File: src/hdl/coordinate_fit_relative_error_top_defines.svh
// Assertion macros shared by the coordinate fit cost block.
`ifndef COORDINATE_FIT_RELATIVE_ERROR_TOP_DEFINES_SVH
`define COORDINATE_FIT_RELATIVE_ERROR_TOP_DEFINES_SVH
`ifndef SYNTHESIS
`define CFRE_ASSERT_SAME(label, a, c) \
    label: assert property (@(posedge clk) disable iff (!rst_n) (a) |-> (c)) \
        else $error("same-cycle check failed");
`define CFRE_ASSERT_NEXT(label, a, c) \
    label: assert property (@(posedge clk) disable iff (!rst_n) (a) |=> (c)) \
        else $error("next-cycle check failed");
`else
`define CFRE_ASSERT_SAME(label, a, c)
`define CFRE_ASSERT_NEXT(label, a, c)
`endif
`endif

File: src/hdl/cfre_pkg.sv
// Types and constants of the coordinate fit cost block.
package cfre_pkg;
    localparam int unsigned COORD_W = 24;
    localparam int unsigned RTT_W   = 24;
    localparam int unsigned COST_W  = 48;
    localparam int unsigned COUNT_W = 8;
    localparam int unsigned SQ_W    = 53;

    typedef struct packed {
        logic signed [COORD_W-1:0] landmark_coord;
        logic signed [COORD_W-1:0] node_coord;
        logic        [RTT_W-1:0]   round_trip;
        logic                      last_dim;
        logic                      last_landmark;
    } in_word_t;

    typedef struct packed {
        logic [COST_W-1:0]  cost;
        logic               zero_rtt_seen;
        logic [COUNT_W-1:0] landmark_count;
    } out_word_t;
endpackage

File: src/hdl/coordinate_fit_relative_error_top.sv
// Relative-error cost of a network coordinate fit, computed bit-serially.
//
// Input words arrive on in_valid/in_ready, one coordinate component each.
// Result words leave on out_valid/out_ready, one per word marked last_landmark.
// Every input word first runs a bit-serial square of the component difference
// plus an accumulate step; no next word is taken before it returns to idle.
// A word with last_dim set also runs a restoring square root, one root bit per
// cycle, a setup step, a restoring divide, one quotient bit per cycle, a serial
// square of the quotient and an add step.
// A word with last_landmark set adds an emit step that loads the output register.
// The output register lets the sequencer accept the next word while a result
// waits; it stalls only if a new result is ready while the old one is unread.
// Reset clears the square and cost sums, the flag, the count and the output valid.
// A zero round trip on a last_dim word skips the term and sets zero_rtt_seen in the result.
`include "coordinate_fit_relative_error_top_defines.svh"
module coordinate_fit_relative_error_top
    import cfre_pkg::*;
#(
    parameter int unsigned COST_FRAC_BITS = 24
)(
    input  logic      clk,
    input  logic      rst_n,
    input  logic      in_valid,
    output logic      in_ready,
    input  in_word_t  in_word,
    output logic      out_valid,
    input  logic      out_ready,
    output out_word_t out_word
);
    localparam int unsigned MW  = COORD_W + 1;          // difference magnitude
    localparam int unsigned PW0 = 2 * MW;               // difference square
    localparam int unsigned RW  = (SQ_W + 1) / 2;       // root bits
    localparam int unsigned NW  = RW + 1;               // numerator bits
    localparam int unsigned QW  = NW + COST_FRAC_BITS;  // quotient bits
    localparam int unsigned PW  = COST_W + COST_FRAC_BITS;
    localparam int unsigned VW  = 2 * RW;
    localparam int unsigned SRW = RW + 3;               // root remainder
    localparam int unsigned CW  = $clog2(QW);

    localparam logic [3:0] S_IDLE = 4'd0;
    localparam logic [3:0] S_MUL  = 4'd1;
    localparam logic [3:0] S_ACC  = 4'd2;
    localparam logic [3:0] S_SQRT = 4'd3;
    localparam logic [3:0] S_PREP = 4'd4;
    localparam logic [3:0] S_DIV  = 4'd5;
    localparam logic [3:0] S_SQR  = 4'd6;
    localparam logic [3:0] S_ADD  = 4'd7;
    localparam logic [3:0] S_EMIT = 4'd8;

    logic [3:0]         state_reg, state_next;
    logic [CW-1:0]      cnt_reg, cnt_next;
    logic [MW-1:0]      mag_reg, mag_next;
    logic [MW-1:0]      mcand_reg, mcand_next;
    logic [PW0-1:0]     prod_reg, prod_next;
    logic [RTT_W-1:0]   rtt_reg, rtt_next;
    logic               ldim_reg, ldim_next;
    logic               lland_reg, lland_next;
    logic [SQ_W-1:0]    ss_reg, ss_next;
    logic [COST_W-1:0]  cost_reg, cost_next;
    logic               zero_reg, zero_next;
    logic [COUNT_W-1:0] count_reg, count_next;
    logic [VW-1:0]      sv_reg, sv_next;
    logic [SRW-1:0]     srem_reg, srem_next;
    logic [RW-1:0]      root_reg, root_next;
    logic [QW-1:0]      dvd_reg, dvd_next;
    logic [RTT_W-1:0]   drem_reg, drem_next;
    logic [QW-1:0]      r_reg, r_next;
    logic [PW-1:0]      sq_reg, sq_next;
    logic               ovf_reg, ovf_next;
    logic               ovalid_reg, ovalid_next;
    out_word_t          oword_reg, oword_next;

    logic signed [MW-1:0] diff;
    logic [SQ_W:0]        ss_sum;
    logic [SRW-1:0]       srem4, strial;
    logic [NW-1:0]        dist2, num;
    logic [RTT_W:0]       drem2;
    logic [PW+1:0]        sq_sum;
    logic [COST_W:0]      cost_sum;
    logic [COST_W-1:0]    term;
    logic [3:0]           after_term;

    assign in_ready  = (state_reg == S_IDLE);
    assign out_valid = ovalid_reg;
    assign out_word  = oword_reg;

    // Datapath pieces of the serial steps.
    always_comb
    begin
        diff     = MW'(in_word.landmark_coord) - MW'(in_word.node_coord);
        ss_sum   = (SQ_W+1)'(ss_reg) + (SQ_W+1)'(prod_reg);
        srem4    = {srem_reg[SRW-3:0], sv_reg[VW-1 -: 2]};
        strial   = SRW'({root_reg, 2'b01});
        dist2    = {root_reg, 1'b0};
        num      = (NW'(rtt_reg) > dist2) ? NW'(rtt_reg) - dist2 : dist2 - NW'(rtt_reg);
        drem2    = {drem_reg, dvd_reg[QW-1]};
        sq_sum   = (PW+2)'({sq_reg, 1'b0}) + (dvd_reg[QW-1] ? (PW+2)'(r_reg) : '0);
        term     = ovf_reg ? {COST_W{1'b1}} : sq_reg[PW-1:COST_FRAC_BITS];
        cost_sum = (COST_W+1)'(cost_reg) + (COST_W+1)'(term);
        after_term = lland_reg ? S_EMIT : S_IDLE;
    end

    // Sequencer.
    always_comb
    begin
        state_next  = state_reg;
        cnt_next    = cnt_reg;
        mag_next    = mag_reg;
        mcand_next  = mcand_reg;
        prod_next   = prod_reg;
        rtt_next    = rtt_reg;
        ldim_next   = ldim_reg;
        lland_next  = lland_reg;
        ss_next     = ss_reg;
        cost_next   = cost_reg;
        zero_next   = zero_reg;
        count_next  = count_reg;
        sv_next     = sv_reg;
        srem_next   = srem_reg;
        root_next   = root_reg;
        dvd_next    = dvd_reg;
        drem_next   = drem_reg;
        r_next      = r_reg;
        sq_next     = sq_reg;
        ovf_next    = ovf_reg;
        oword_next  = oword_reg;
        ovalid_next = ovalid_reg && !out_ready;
        unique case (state_reg)
            S_IDLE:
            begin
                if (in_valid)
                begin
                    mag_next   = diff[MW-1] ? MW'(-diff) : MW'(diff);
                    mcand_next = diff[MW-1] ? MW'(-diff) : MW'(diff);
                    prod_next  = '0;
                    cnt_next   = '0;
                    rtt_next   = in_word.round_trip;
                    ldim_next  = in_word.last_dim;
                    lland_next = in_word.last_landmark;
                    state_next = S_MUL;
                end
            end
            S_MUL:
            begin
                // One multiplier bit per cycle, most significant first.
                prod_next = {prod_reg[PW0-2:0], 1'b0} + (mag_reg[MW-1] ? PW0'(mcand_reg) : '0);
                mag_next  = {mag_reg[MW-2:0], 1'b0};
                cnt_next  = cnt_reg + 1'b1;
                if (cnt_reg == CW'(MW-1))
                    state_next = S_ACC;
            end
            S_ACC:
            begin
                ss_next = ss_sum[SQ_W] ? {SQ_W{1'b1}} : ss_sum[SQ_W-1:0];
                if (!ldim_reg)
                    state_next = lland_reg ? S_EMIT : S_IDLE;
                else if (rtt_reg == '0)
                begin
                    zero_next  = 1'b1;
                    ss_next    = '0;
                    state_next = after_term;
                end
                else
                begin
                    sv_next    = VW'(ss_sum[SQ_W] ? {SQ_W{1'b1}} : ss_sum[SQ_W-1:0]);
                    srem_next  = '0;
                    root_next  = '0;
                    cnt_next   = '0;
                    state_next = S_SQRT;
                end
            end
            S_SQRT:
            begin
                // Restoring square root, one root bit per cycle.
                sv_next  = {sv_reg[VW-3:0], 2'b00};
                cnt_next = cnt_reg + 1'b1;
                if (srem4 >= strial)
                begin
                    srem_next = srem4 - strial;
                    root_next = {root_reg[RW-2:0], 1'b1};
                end
                else
                begin
                    srem_next = srem4;
                    root_next = {root_reg[RW-2:0], 1'b0};
                end
                if (cnt_reg == CW'(RW-1))
                    state_next = S_PREP;
            end
            S_PREP:
            begin
                dvd_next   = {num, {COST_FRAC_BITS{1'b0}}};
                drem_next  = '0;
                cnt_next   = '0;
                ss_next    = '0;
                state_next = S_DIV;
            end
            S_DIV:
            begin
                // Restoring divide; quotient bits shift in behind the dividend.
                cnt_next = cnt_reg + 1'b1;
                if (drem2 >= (RTT_W+1)'(rtt_reg))
                begin
                    drem_next = RTT_W'(drem2 - (RTT_W+1)'(rtt_reg));
                    dvd_next  = {dvd_reg[QW-2:0], 1'b1};
                end
                else
                begin
                    drem_next = RTT_W'(drem2);
                    dvd_next  = {dvd_reg[QW-2:0], 1'b0};
                end
                if (cnt_reg == CW'(QW-1))
                begin
                    r_next     = {dvd_reg[QW-2:0], (drem2 >= (RTT_W+1)'(rtt_reg))};
                    sq_next    = '0;
                    ovf_next   = 1'b0;
                    cnt_next   = '0;
                    state_next = S_SQR;
                end
            end
            S_SQR:
            begin
                // Square of the quotient, sticky overflow past the cost range.
                dvd_next = {dvd_reg[QW-2:0], 1'b0};
                cnt_next = cnt_reg + 1'b1;
                sq_next  = sq_sum[PW-1:0];
                if (sq_sum[PW+1:PW] != 2'b00)
                    ovf_next = 1'b1;
                if (cnt_reg == CW'(QW-1))
                    state_next = S_ADD;
            end
            S_ADD:
            begin
                cost_next  = cost_sum[COST_W] ? {COST_W{1'b1}} : cost_sum[COST_W-1:0];
                if (count_reg != {COUNT_W{1'b1}})
                    count_next = count_reg + 1'b1;
                state_next = after_term;
            end
            S_EMIT:
            begin
                if (!ovalid_reg || out_ready)
                begin
                    oword_next.cost           = cost_reg;
                    oword_next.zero_rtt_seen  = zero_reg;
                    oword_next.landmark_count = count_reg;
                    ovalid_next = 1'b1;
                    ss_next     = '0;
                    cost_next   = '0;
                    zero_next   = 1'b0;
                    count_next  = '0;
                    state_next  = S_IDLE;
                end
            end
            default:
            begin
                state_next = S_IDLE;
            end
        endcase
    end

    // Control and accumulator registers.
    always_ff @(posedge clk or negedge rst_n)
    begin
        if (!rst_n)
        begin
            state_reg  <= S_IDLE;
            cnt_reg    <= '0;
            ss_reg     <= '0;
            cost_reg   <= '0;
            zero_reg   <= 1'b0;
            count_reg  <= '0;
            ovalid_reg <= 1'b0;
        end
        else
        begin
            state_reg  <= state_next;
            cnt_reg    <= cnt_next;
            ss_reg     <= ss_next;
            cost_reg   <= cost_next;
            zero_reg   <= zero_next;
            count_reg  <= count_next;
            ovalid_reg <= ovalid_next;
        end
    end

    // Serial datapath registers.
    always_ff @(posedge clk)
    begin
        mag_reg   <= mag_next;
        mcand_reg <= mcand_next;
        prod_reg  <= prod_next;
        rtt_reg   <= rtt_next;
        ldim_reg  <= ldim_next;
        lland_reg <= lland_next;
        sv_reg    <= sv_next;
        srem_reg  <= srem_next;
        root_reg  <= root_next;
        dvd_reg   <= dvd_next;
        drem_reg  <= drem_next;
        r_reg     <= r_next;
        sq_reg    <= sq_next;
        ovf_reg   <= ovf_next;
        oword_reg <= oword_next;
    end

    // An accepted word always starts the serial square.
    `CFRE_ASSERT_NEXT(a_accept_mul, in_valid && in_ready, state_reg == S_MUL)
    // A loaded result carries the count held before the clear.
    `CFRE_ASSERT_NEXT(a_emit_load, (state_reg == S_EMIT) && (!ovalid_reg || out_ready),
        ovalid_reg && (oword_reg.landmark_count == $past(count_reg)) && (count_reg == '0))
    // The square step counter never runs past the magnitude width.
    `CFRE_ASSERT_SAME(a_mul_cnt, state_reg == S_MUL, cnt_reg < CW'(MW))
endmodule
File: config.mk
export PLATFORM = sky130hd
export DESIGN_NAME = coordinate_fit_relative_error_top
export DESIGN_NICKNAME = d
export VERILOG_FILES = /design/src/hdl/cfre_pkg.sv /design/src/hdl/coordinate_fit_relative_error_top.sv
export VERILOG_INCLUDE_DIRS = /design/src /design/src/hdl
export SDC_FILE = /design/constraint.sdc
export NUM_CORES = 2
export LEC_CHECK = 0
export BUFFER_PORTS_ARGS = -buffer_cell sky130_fd_sc_hd__buf_2
export CORE_MARGIN = 2
export CORE_UTILIZATION = 50
export CTS_CLUSTER_DIAMETER = 30
export DETAILED_ROUTE_END_ITERATION = 8
export HOLD_SLACK_MARGIN = 0.1
export PLACE_DENSITY = 0.63
export SYNTH_ARGS = -nofsm -noshare
export SYNTH_HDL_FRONTEND = slang
export SYNTH_SLANG_ARGS = --single-unit
File: constraint.sdc
create_clock -name clk -period 11.28 [get_ports clk]
set_clock_uncertainty 0.1 [all_clocks]
set_input_delay 1.128 -clock clk [delete_from_list [all_inputs] [get_ports clk]]
set_output_delay 1.128 -clock clk [all_outputs]
set_load 0.02 [all_outputs]
# After elaboration in Yosys (flattened, before gate mapping)

Index checks and enable logic that the tools add are counted.

Input bits: 78
Word-level logic and storage cells: 154
Bits in registers: 614
Output and inout port bits: 59

Order comparisons: 3
Add/subtract/negate cells: 12
Eq/ne operators: 23
Reduce and logical (&&, ||, !) cells: 30
Mux-type cells: 62

Operators with widths:

| kind             | number |
|---|---|
| $mux 53          | 5 |
| $pmux 53 s3      | 1 |
| $pmux 52 s3      | 1 |
| $mux 48          | 3 |
| $pmux 72 s2      | 1 |
| $mux 28          | 4 |
| $mux 54          | 2 |
| $pmux 54 s2      | 1 |
| $pmux 50 s2      | 1 |
| $pmux 48 s2      | 1 |
| $mux 25          | 3 |
| $add 73x52->74   | 1 |
| $mux 72          | 1 |
| $pmux 28 s2      | 1 |
| $add 53x50->54   | 1 |
| $mux 27          | 2 |
| $pmux 27 s2      | 1 |
| $mux 52          | 1 |
| $add 50x25->50   | 1 |
| $mux 50          | 1 |
| $pmux 25 s2      | 1 |
| $add 48x48->49   | 1 |
| $pmux 24 s2      | 1 |
| $mux 4           | 9 |
| 40 further kinds | 85 |

# Depth between registers and ports, before layout

Depth after elaboration: 5
Depth in mapped cells: 16
Gate-level depth less buffers: 14

# Least setup slack after synthesis

OpenSTA, ideal clock, no wires.

Path kind: reg-to-reg
Start point: reg state_reg[0]
End point: reg root_reg[0], enable pin
Data arrival time: 8.804 ns
Path slack: 1.649 ns
Required time: 10.453 ns
Path buffers: 1
Period minus slack after synthesis: 9.631 ns
Stages on the path, launching flop included: 7
Library setup time: 0.727 ns
Cell sequence: dfrtp_1 > clkbuf_1 > inv_1 > nand2_1 > nor3_1 > nand2_1 > o21ai_0

Word-level cells in the longest chain between the ends: 3
Elaborated cells on any way between the ends: 6
Those cells by class: 4 x eq/ne; 2 x reduce/logical

Ends and longest elaborated chain:

| element                                                          | line                                     | text |
|---|---|---|
| from (decl)                                                      | coordinate_fit_relative_error_top.sv:50  | `logic [3:0] state_reg, state_next;` |
| from (signal assigned)                                           | coordinate_fit_relative_error_top.sv:276 | `state_reg <= state_next;` |
| $eq 4x2->1                                                       | coordinate_fit_relative_error_top.sv:128 | `unique case (state_reg)` |
| $ne 2x2->1 (no source line) or $reduce_bool 2->1 (tied branches) | -                                        |  |
| $reduce_and 3->1 (no source line) (*)                            | -                                        |  |
| to (signal assigned)                                             | coordinate_fit_relative_error_top.sv:297 | `root_reg <= root_next;` |
| to (decl)                                                        | coordinate_fit_relative_error_top.sv:64  | `logic [RW-1:0] root_reg, root_next;` |

Every way passes the cells marked *; elsewhere a longest branch is shown, timed or not.
A chain may end at the register's enable or synchronous reset.

# Final worst setup path

Start point: reg dvd_reg[51]
End point: reg sq_reg[57] (data pin)

Word-level cells in the longest chain between the ends: 3

Ends and longest elaborated chain:

| element                | line                                     | text |
|---|---|---|
| from (decl)            | coordinate_fit_relative_error_top.sv:65  | `logic [QW-1:0] dvd_reg, dvd_next;` |
| from (signal assigned) | coordinate_fit_relative_error_top.sv:298 | `dvd_reg <= dvd_next;` |
| $mux 52                | coordinate_fit_relative_error_top.sv:97  | `sq_sum = (PW+2)'({sq_reg, 1'b0}) + (dvd_reg[QW-1] ? (PW+2)'(r_reg) : '0);` |
| $add 73x52->74         | coordinate_fit_relative_error_top.sv:97  |  |
| $pmux 72 s2            | coordinate_fit_relative_error_top.sv:128 |  |
| to (signal assigned)   | coordinate_fit_relative_error_top.sv:301 | `sq_reg <= sq_next;` |
| to (decl)              | coordinate_fit_relative_error_top.sv:68  | `logic [PW-1:0] sq_reg, sq_next;` |

Every way passes these cells.

==> results.sh <==
export IMPL_top_layer="met4"
export IMPL_finalMaxSlewViolations=0
export IMPL_drive_above_1_share_pct=12.1
export IMPL_combPwrFrac_pct=43.9
export IMPL_netlist_area_um2=41700
export IMPL_gp_congestion=0.900
export IMPL_r2r_slack_ns=6.20
export IMPL_root_buffer="clkbuf_16"
export IMPL_fin_nets=4924
export IMPL_async_flop_share_pct=19.7
export IMPL_cts_resized=0
export IMPL_p_sw_uw=5750
export IMPL_die_area_um2=85800
export IMPL_post_drt_wl_per_cell_um=18.1
export IMPL_startpoint_type="register"
export IMPL_grt_usage_pct=24.1
export IMPL_sw_frac_of_total_pct=39.5
export IMPL_ys_flop_type="edfxtp_1"
export IMPL_die_height_um=293
export IMPL_cp_end_kind="register"
export IMPL_n_fill_cell=7128
export IMPL_core_area_um2=82400
export IMPL_final_cell_mix="edfxtp_1 (493), nor2_1 (464), a21oi_1 (441)"
export IMPL_cts_hold_buf=0
export IMPL_first_pass_iters=5
export IMPL_numCtsBuffers=144
export IMPL_clk_pin_slew_worst_paths_ns=0.05
export IMPL_finalPower_uw=14500
export IMPL_worst_pin_slew_ns=1.17
export IMPL_cts_max_path_buffers=3
export IMPL_worstSetupPathType="reg -> reg"
export IMPL_hold_slack_ns=0.247
export IMPL_finalCritPeriodShare_pct=45.1
export IMPL_hold_path_class="in -> async"
export IMPL_overflow=0
export IMPL_hpwl_mm=74.2
export IMPL_num_rows=105
export IMPL_synth_edf_count=493
export IMPL_clk_latency_ns=0.73
export IMPL_reg2reg_from="dvd_reg[51]"
export IMPL_clock_sinks=614
export IMPL_r2r_cells=14
export IMPL_maxCapViolations=0
export IMPL_wl_met3_mm=6.11
export IMPL_grt_pass1_wl_mm=169
export IMPL_layout_commonest_cell="edfxtp_1"
export IMPL_ys_types=93
export IMPL_yosys_warnings=0
export IMPL_slew_headroom_pct=21.9
export IMPL_crit_fanout=52
export IMPL_start_util_pct=50.7
export IMPL_cts_setup_buffers=0
export IMPL_vias=33701
export IMPL_tns_ns=0
export IMPL_viasPerCell=5.89
export IMPL_fmax_ghz=0.197
export IMPL_largest_reg_flops=72
export IMPL_p_leak_uw=0.0198
export IMPL_postSynthCellCount=4423
export IMPL_syn2layout_area_growth_pct=15.8
export IMPL_htree_levels=4
export IMPL_met1_length_mm=49.0
export IMPL_cts_tree="done"
export IMPL_yosys_register_bits=614
export IMPL_internal_power_uw=8800
export IMPL_timing_rr_end="sq_reg[57]"
export IMPL_routed_wl_mm=104
export IMPL_port_buffers=136
export IMPL_status="finished, final reports clean"
export IMPL_final_antenna_net_count=0
export IMPL_timing_critical_path_required_ns=11.62
export IMPL_seqPwrFrac_pct=27.1
export IMPL_setup_viol=0
export IMPL_drc=0
export IMPL_drtIter0Drc=2672
export IMPL_powerDensity_nw_per_um2=301
export IMPL_max_vdd_ir_drop_mv=0.154
export IMPL_period_needed_ns=5.08
export IMPL_synth_seq_area_share_pct=42.7
export IMPL_first_global_vias=32162
export IMPL_grt_max_degree=82
export IMPL_antenna_found_initial=1
export IMPL_rsz0062_at_grt="false"
export IMPL_ios=137
export IMPL_power_frac_clock_pct=29.0
export IMPL_met2_length_mm=46.7
export IMPL_postSynthAreaPerCell_um2=9.43
export IMPL_die_w_um=293
export IMPL_worstPathArrival_ns=5.42
export IMPL_hold_violations=0
export IMPL_synth_nets=4810
[layer usage]
layer	up-vias	global-route usage [%]
met2	921	38.0
met1	15976	34.3
met3	148	3.97
met5	-	0
li1	16656	-
met4	0	6.77
[cell type report]
type | count | area, um2 | area share, %
antenna | 1 | 2.50 | 0.00518
clock buffer | 159 | 3750 | 7.77
clock inverter | 102 | 1230 | 2.54
inverter | 178 | 668 | 1.38
multi-input combinational | 3434 | 22600 | 46.8
sequential | 614 | 17800 | 36.9
tap | 1070 | 1340 | 2.77
timing repair buffer | 165 | 905 | 1.87
[power groups by stage]
stage | sequential, uW | combinational (uW) | clock (uW)
floorplan | 3830 | 4940 | 0
global placement | 3950 | 6270 | 0
detailed placement | 3960 | 6310 | 0
CTS | 3940 | 6360 | 4280
global route | 4020 | 7160 | 4410
finish | 3940 | 6390 | 4220
[stage by stage]
stage / cell area (um2) / util, % / worst slack [ns] / std cells
after detailed placement: 43300 / 52.6 / 6.18 / 5461
final: 48300 / 58.7 / 6.20 / 5723
after global placement: 43300 / 52.6 / 6.26 / 5461
after floorplan: 41700 / - / 1.65 / 4423
after CTS: 48300 / 58.7 / 6.24 / 5722
after global routing: 48300 / 58.7 / 5.89 / 5722
[how the worst max path moves through the flow]
stage / startpoint / end / slack, ns
5_1_grt: dvd_reg[51] / sq_reg[63] / 5.89
6_report: dvd_reg[51] / sq_reg[57] / 6.20
2_1_floorplan: state_reg[0] / root_reg[0] / 1.65
4_1_cts: dvd_reg[51] / sq_reg[63] / 6.24
3_3_place_gp: in_word[50] / mag_reg[23] / 6.26
3_5_place_dp: in_word[26] / mag_reg[23] / 6.18
[critical path: stages (launching register included)]
cell and delay, ns:
edfxtp_1 0.41, buf_4 0.27, and2_1 0.21, ha_1 0.21, fa_1 0.43, a211oi_1 0.41
o21bai_1 0.17, a2111oi_1 0.71, o41a_1 0.30, o2111a_1 0.28, nor4_1 0.13, o311ai_2 0.66
nand2_1 0.20, xnor2_1 0.22, nor2_1 0.06
[Yosys cell counts, types with 48 or more instances]
cell type / n / area share, %
a21o_1: 153 / 2.8
and2_1: 119 / 1.8
nor2_1: 466 / 4.2
dfrtp_1: 121 / 7.3
a31oi_1: 62 / 0.93
nand4_1: 63 / 0.94
and3_1: 52 / 0.78
o21bai_1: 48 / 0.86
nand2_1: 314 / 2.8
inv_1: 177 / 1.6
nand3_1: 126 / 1.5
edfxtp_1: 493 / 35
nor3_1: 74 / 0.89
o21ai_0: 248 / 3.0
ha_1: 301 / 9.0
xor2_1: 81 / 1.7
xnor2_1: 167 / 3.5
a21oi_1: 444 / 5.3
clkbuf_1: 179 / 1.6
o21a_1: 49 / 0.88
or2_2: 69 / 1.0
[logic make-up (layout without fill, tap and decap cells)]
kind of cell	count (synthesis)	after routing	synth area share, %
other	0	1	0
adder cells (fa/ha/maj)	309	309	9.41
multiplexers	57	57	1.45
AO/OA/AOI/OAI	1325	1325	20.2
flip-flops	614	614	42.7
buffers and inverters	375	604	3.43
AND/OR/NAND/NOR	1495	1495	17.6
XOR/XNOR	248	248	5.21
Note: power is estimated with default switching activity, not from simulation.
